File: src/ppsp_pkg.sv
`timescale 1ns / 1ps
// ----------------------------------------------------------------------------
// Shortest path package
// Shared constants, codes, controller states and the command and status
// structures that join the controller and the datapath.
// ----------------------------------------------------------------------------
package ppsp_pkg;

    localparam int NODES       = 64;
    localparam int NODE_W      = $clog2(NODES);
    localparam int ADDR_W      = 2 * NODE_W;
    localparam int WEIGHT_BITS = 16;
    localparam int ENTRY_W     = WEIGHT_BITS + 1;
    localparam int DIST_W      = 22;
    localparam int SUM_W       = DIST_W + 1;
    localparam int OUT_W       = 23;
    localparam int OPCODE_W    = 2;
    localparam int FIELD_NODE_W = 6;
    localparam int FIELD_WEIGHT_W = 16;

    typedef enum logic [OPCODE_W-1:0] {
        OP_EDGE  = 2'd0,
        OP_CLEAR = 2'd1,
        OP_QUERY = 2'd2
    } op_t;

    typedef enum logic [2:0] {
        ST_CLEAR,
        ST_IDLE,
        ST_RELAX,
        ST_DRAIN,
        ST_DECIDE,
        ST_FINISH
    } state_t;

    typedef struct packed {
        logic sweep;
        logic edge_write;
        logic load_query;
        logic pass_start;
        logic issue;
        logic settle;
        logic load_result;
    } ppsp_cmd_t;

    typedef struct packed {
        logic sweep_last;
        logic col_last;
        logic pipe_busy;
        logic any;
        logic pick_is_target;
        logic out_busy;
    } ppsp_sts_t;

endpackage

File: src/ppsp_ctrl.sv
`timescale 1ns / 1ps
// ----------------------------------------------------------------------------
// Shortest path controller
// Sequences the clearing sweep, edge writes and the relax and select passes
// of a query, and decides when a query is finished.
// ----------------------------------------------------------------------------
module ppsp_ctrl import ppsp_pkg::*;
(
    input  logic                clk,
    input  logic                rst_n,
    input  logic                req_valid,
    input  logic [OPCODE_W-1:0] opcode,
    input  ppsp_sts_t           sts,
    output ppsp_cmd_t           cmd,
    output logic                req_stall
);

    state_t state_reg;
    state_t state_next;

    always_ff @(posedge clk or negedge rst_n)
    begin
        if (!rst_n)
        begin
            state_reg <= ST_CLEAR;
        end
        else
        begin
            state_reg <= state_next;
        end
    end

    always_comb
    begin
        state_next = state_reg;
        case (state_reg)
            ST_CLEAR:
            begin
                if (sts.sweep_last)
                begin
                    state_next = ST_IDLE;
                end
            end
            ST_IDLE:
            begin
                if (req_valid)
                begin
                    case (op_t'(opcode))
                        OP_CLEAR: state_next = ST_CLEAR;
                        OP_QUERY: state_next = ST_RELAX;
                        default:  state_next = ST_IDLE;
                    endcase
                end
            end
            ST_RELAX:
            begin
                if (sts.col_last)
                begin
                    state_next = ST_DRAIN;
                end
            end
            ST_DRAIN:
            begin
                if (!sts.pipe_busy)
                begin
                    state_next = ST_DECIDE;
                end
            end
            ST_DECIDE:
            begin
                if (!sts.any || sts.pick_is_target)
                begin
                    state_next = ST_FINISH;
                end
                else
                begin
                    state_next = ST_RELAX;
                end
            end
            ST_FINISH:
            begin
                if (!sts.out_busy)
                begin
                    state_next = ST_IDLE;
                end
            end
            default:
            begin
                state_next = ST_IDLE;
            end
        endcase
    end

    always_comb
    begin
        cmd       = '0;
        req_stall = 1'b1;
        case (state_reg)
            ST_CLEAR:
            begin
                cmd.sweep = 1'b1;
            end
            ST_IDLE:
            begin
                req_stall = 1'b0;
                if (req_valid)
                begin
                    case (op_t'(opcode))
                        OP_EDGE:
                        begin
                            cmd.edge_write = 1'b1;
                        end
                        OP_QUERY:
                        begin
                            cmd.load_query = 1'b1;
                            cmd.pass_start = 1'b1;
                        end
                        default:
                        begin
                        end
                    endcase
                end
            end
            ST_RELAX:
            begin
                cmd.issue = 1'b1;
            end
            ST_DECIDE:
            begin
                if (sts.any && !sts.pick_is_target)
                begin
                    cmd.settle     = 1'b1;
                    cmd.pass_start = 1'b1;
                end
            end
            ST_FINISH:
            begin
                cmd.load_result = !sts.out_busy;
            end
            default:
            begin
            end
        endcase
    end

endmodule

File: config.mk
export PLATFORM = sky130hd
export DESIGN_NAME = ppsp_ctrl
export DESIGN_NICKNAME = d
export VERILOG_FILES = /design/src/ppsp_pkg.sv /design/src/ppsp_ctrl.sv
export SDC_FILE = /design/constraint.sdc
export NUM_CORES = 1
export LEC_CHECK = 0
export ABC_AREA = 0
export BUFFER_PORTS_ARGS = -buffer_cell sky130_fd_sc_hd__buf_4
export CORE_AREA = 2 2 39 41
export DETAILED_ROUTE_END_ITERATION = 10
export DIE_AREA = 0 0 41 43
export GPL_ROUTABILITY_DRIVEN = 1
export GPL_TIMING_DRIVEN = 0
export HOLD_SLACK_MARGIN = 0.03
export PLACE_DENSITY_LB_ADDON = 0.12
export SLEW_MARGIN = 20
export SYNTH_ARGS = -nofsm -noshare
export SYNTH_HDL_FRONTEND = slang
export SYNTH_SLANG_ARGS = --single-unit
export TNS_END_PERCENT = 5
File: constraint.sdc
create_clock -name clk -period 2.5 [get_ports clk]
set_input_delay 0.375 -clock clk [delete_from_list [all_inputs] [get_ports clk]]
set_output_delay 0.375 -clock clk [all_outputs]
set_load 0.02 [all_outputs]
==> impl_metrics.tcl <==
set metrics [dict create \
    drive_gt1_frac 0.418 \
    clkPwrFrac 0.156 \
    cts_tree "yes" \
    io_buffer_count 18 \
    crit_required_ns 2.12 \
    firstDrtPassIters 4 \
    max-slew-margin-rel 0.742 \
    finalNetCount 81 \
    insertedDiodeCount 0 \
    start_kind "flop" \
    pwr-share-seq 0.146 \
    clockRootBuffer "clkbuf_4" \
    cts_buffers 3 \
    core_um2 1380 \
    dr.first_iter.drc_count 7 \
    yosysWarnings 0 \
    cts.htree.levels 1 \
    fin_crit_ns 1.82 \
    cts_sinks 3 \
    p_sw_frac 0.448 \
    die_area_um2 1760 \
    fin_skew_ns 0.00343 \
    dp_hpwl_um 658 \
    gr-usage-all-layers 0.109 \
    routed_wirelength_um 831 \
    area_growth_pct 55.8 \
    path_delay_family "simple AND/OR/NAND/NOR gates" \
    finalSetupViolCount 0 \
    powerDensity_nw_per_um2 1000 \
    maxCapViolations 0 \
    synth_top_cell_by_area "dfrtp_1" \
    synth_ff_type "dfrtp_1" \
    cts.reportedPaths.clkPinSlew_ns 0.04 \
    grt_pass1_wl_um 1300 \
    post-route-period-util 0.727 \
    drv_slew 0 \
    synth-seq-cells 3 \
    fmax_mhz 550 \
    ir_worst_vdd_mv 0.327 \
    rows 14 \
    slowest_stage "dfrtp_1" \
    timing.critical_path.buf_inv 2 \
    holdWs_ns 0.436 \
    worst-path-stages 5 \
    ioPinCount 19 \
    grt_max_degree 11 \
    p_switching_uw 240 \
    dp.cells 78 \
    slowest_delay_ns 0.36 \
    seq_area_frac_synth 0.219 \
    hold_viol_final 0 \
    rsz0062_at_grt "no" \
    synth-async-reset-ratio 1.00 \
    die_x_um 41 \
    worst_hold_path_type "in2reg" \
    clock_path_buffers 2 \
    yosys.area.top_type_share 0.219 \
    synth_edf_count 0 \
    drc 0 \
    path_cells "buf_6, nor2b_2, and3_1, or2_1, buf_4" \
    grt_pass1_vias 312 \
    p_int_uw 295 \
    crit_arrival_ns 1.44 \
    crit_type "reg2out" \
    largest_register_ff_count 3 \
    antenna_found_initial 0 \
    holdPathStages 3 \
    clk_latency_ns 0.23 \
    netlist_area_um2 343 \
    postCtsSetupRepairBufs 0 \
    avgSynthCellArea_um2 7.79 \
    via_per_inst 4.47 \
    worstMarginPinSlew_ns 0.377 \
    ant_nets 0 \
    worstRegToRegCells 5 \
    synth_cell_types 24 \
    cp-end-kind "output pin" \
    instances_no_fill 83 \
    synth_area_leaders "dfrtp_1 22%, ha_1 7.3%, nand2b_1 7.3%, a21oi_1 5.8%, nor2b_1 5.5%" \
    num_vias 371 \
    leakagePower_uw 0.000277 \
    power_uw 535 \
    initial_core_util 0.248 \
    fp.dieH_um 43 \
    overflow 0 \
    outcome "finished, final reports clean" \
    routabilityCongestion 0.745 \
    syn_inst 44 \
    wl_per_cell_um 10.0 \
    fin_setup_tns_ns 0 \
    worstPathMaxFanout 9 \
    syn_nets 57 \
    pwr-share-comb 0.698 \
]
[metal layers]
layer  GRT usage  vias up  part of all wire
met5           0        -                 0
met4      0.0200        0                 0
met3      0.0471        0             0.079
met2       0.153       16              0.44
met1       0.152      160              0.48
li1            -      195                 -
[kinds of logic (layout without fill, tap and decap cells)]
| logic type | Yosys count | after routing | synth area share |
|---|---|---|---|
| and+or+nand+nor | 19 | 19 | 0.332 |
| AOI/OAI and AO/OA | 12 | 12 | 0.234 |
| buffers and inverters | 7 | 30 | 0.113 |
| DFF | 3 | 3 | 0.219 |
| adders and majority gates | 2 | 2 | 0.0730 |
| muxes | 1 | 1 | 0.0292 |
[cells in the final DEF (no fill, tap or decap), types with 2 or more instances in the layout]
cell type / n
nand2b_1: 4
a21oi_1: 4
nor2b_1: 3
inv_1: 4
ha_1: 2
nor3_1: 3
dfrtp_1: 3
clkbuf_4: 3
o21ai_0: 3
buf_4: 19
nand2_1: 3
[worst min-delay path: stages]
cell and delay (ns):
buf_4 0.08, nor2b_1 0.05, o2bb2ai_1 0.11
[worst paths after layout]
check | slack [ns] | endpoint | startpoint
max reg2reg | 1.29 | state_reg[1] | state_reg[0]
min reg2reg | 0.61 | state_reg[2] | state_reg[1]
min | 0.44 | state_reg[2] | sts[3]
max in group asynchronous | 1.94 | state_reg[2] | rst_n
min in group asynchronous | 0.47 | state_reg[0] | rst_n
max | 0.68 | cmd[3] | state_reg[0]
[through the flow]
step / setup slack (ns) / util / area [um^2]
floorplan: 0.860 / - / 343
detailed placement: 0.763 / 0.360 / 498
CTS: 0.665 / 0.386 / 534
finish: 0.682 / 0.386 / 534
global placement: 0.760 / 0.360 / 498
global route: 0.625 / 0.386 / 534
[final cells by class]
cell class,count,area [um^2]
fillers,142,850
multi-input cells,34,229
repair buffers,19,145
flip-flops and latches,3,75.1
clock buffers,4,26.3
plain buffers,3,23.8
well taps,16,20.0
inverters,4,15.0
[power groups by stage]
stage                     registers [uW]  logic, uW  clock network, uW
after CTS                           78.4        377               86.7
after floorplan                     76.8        263                  0
after global routing                80.1        417               89.8
final                               78.0        373               83.6
after detailed placement            78.6        375                  0
after global placement              78.9        379                  0
[synthesized netlist by cell type (all sizes together) (2+ instances only)]
master / n
nand2: 3
a21oi: 4
nor3: 4
dfrtp: 3
inv: 4
ha: 2
buf: 3
nor2b: 4
o21ai: 3
nand2b: 4
[timing repair]
action,in CTS,in global routing
hold buffers,1,0
resized for setup,0,0
hold endpoints to repair,3,0
Power figures use the tool's default switching activity.
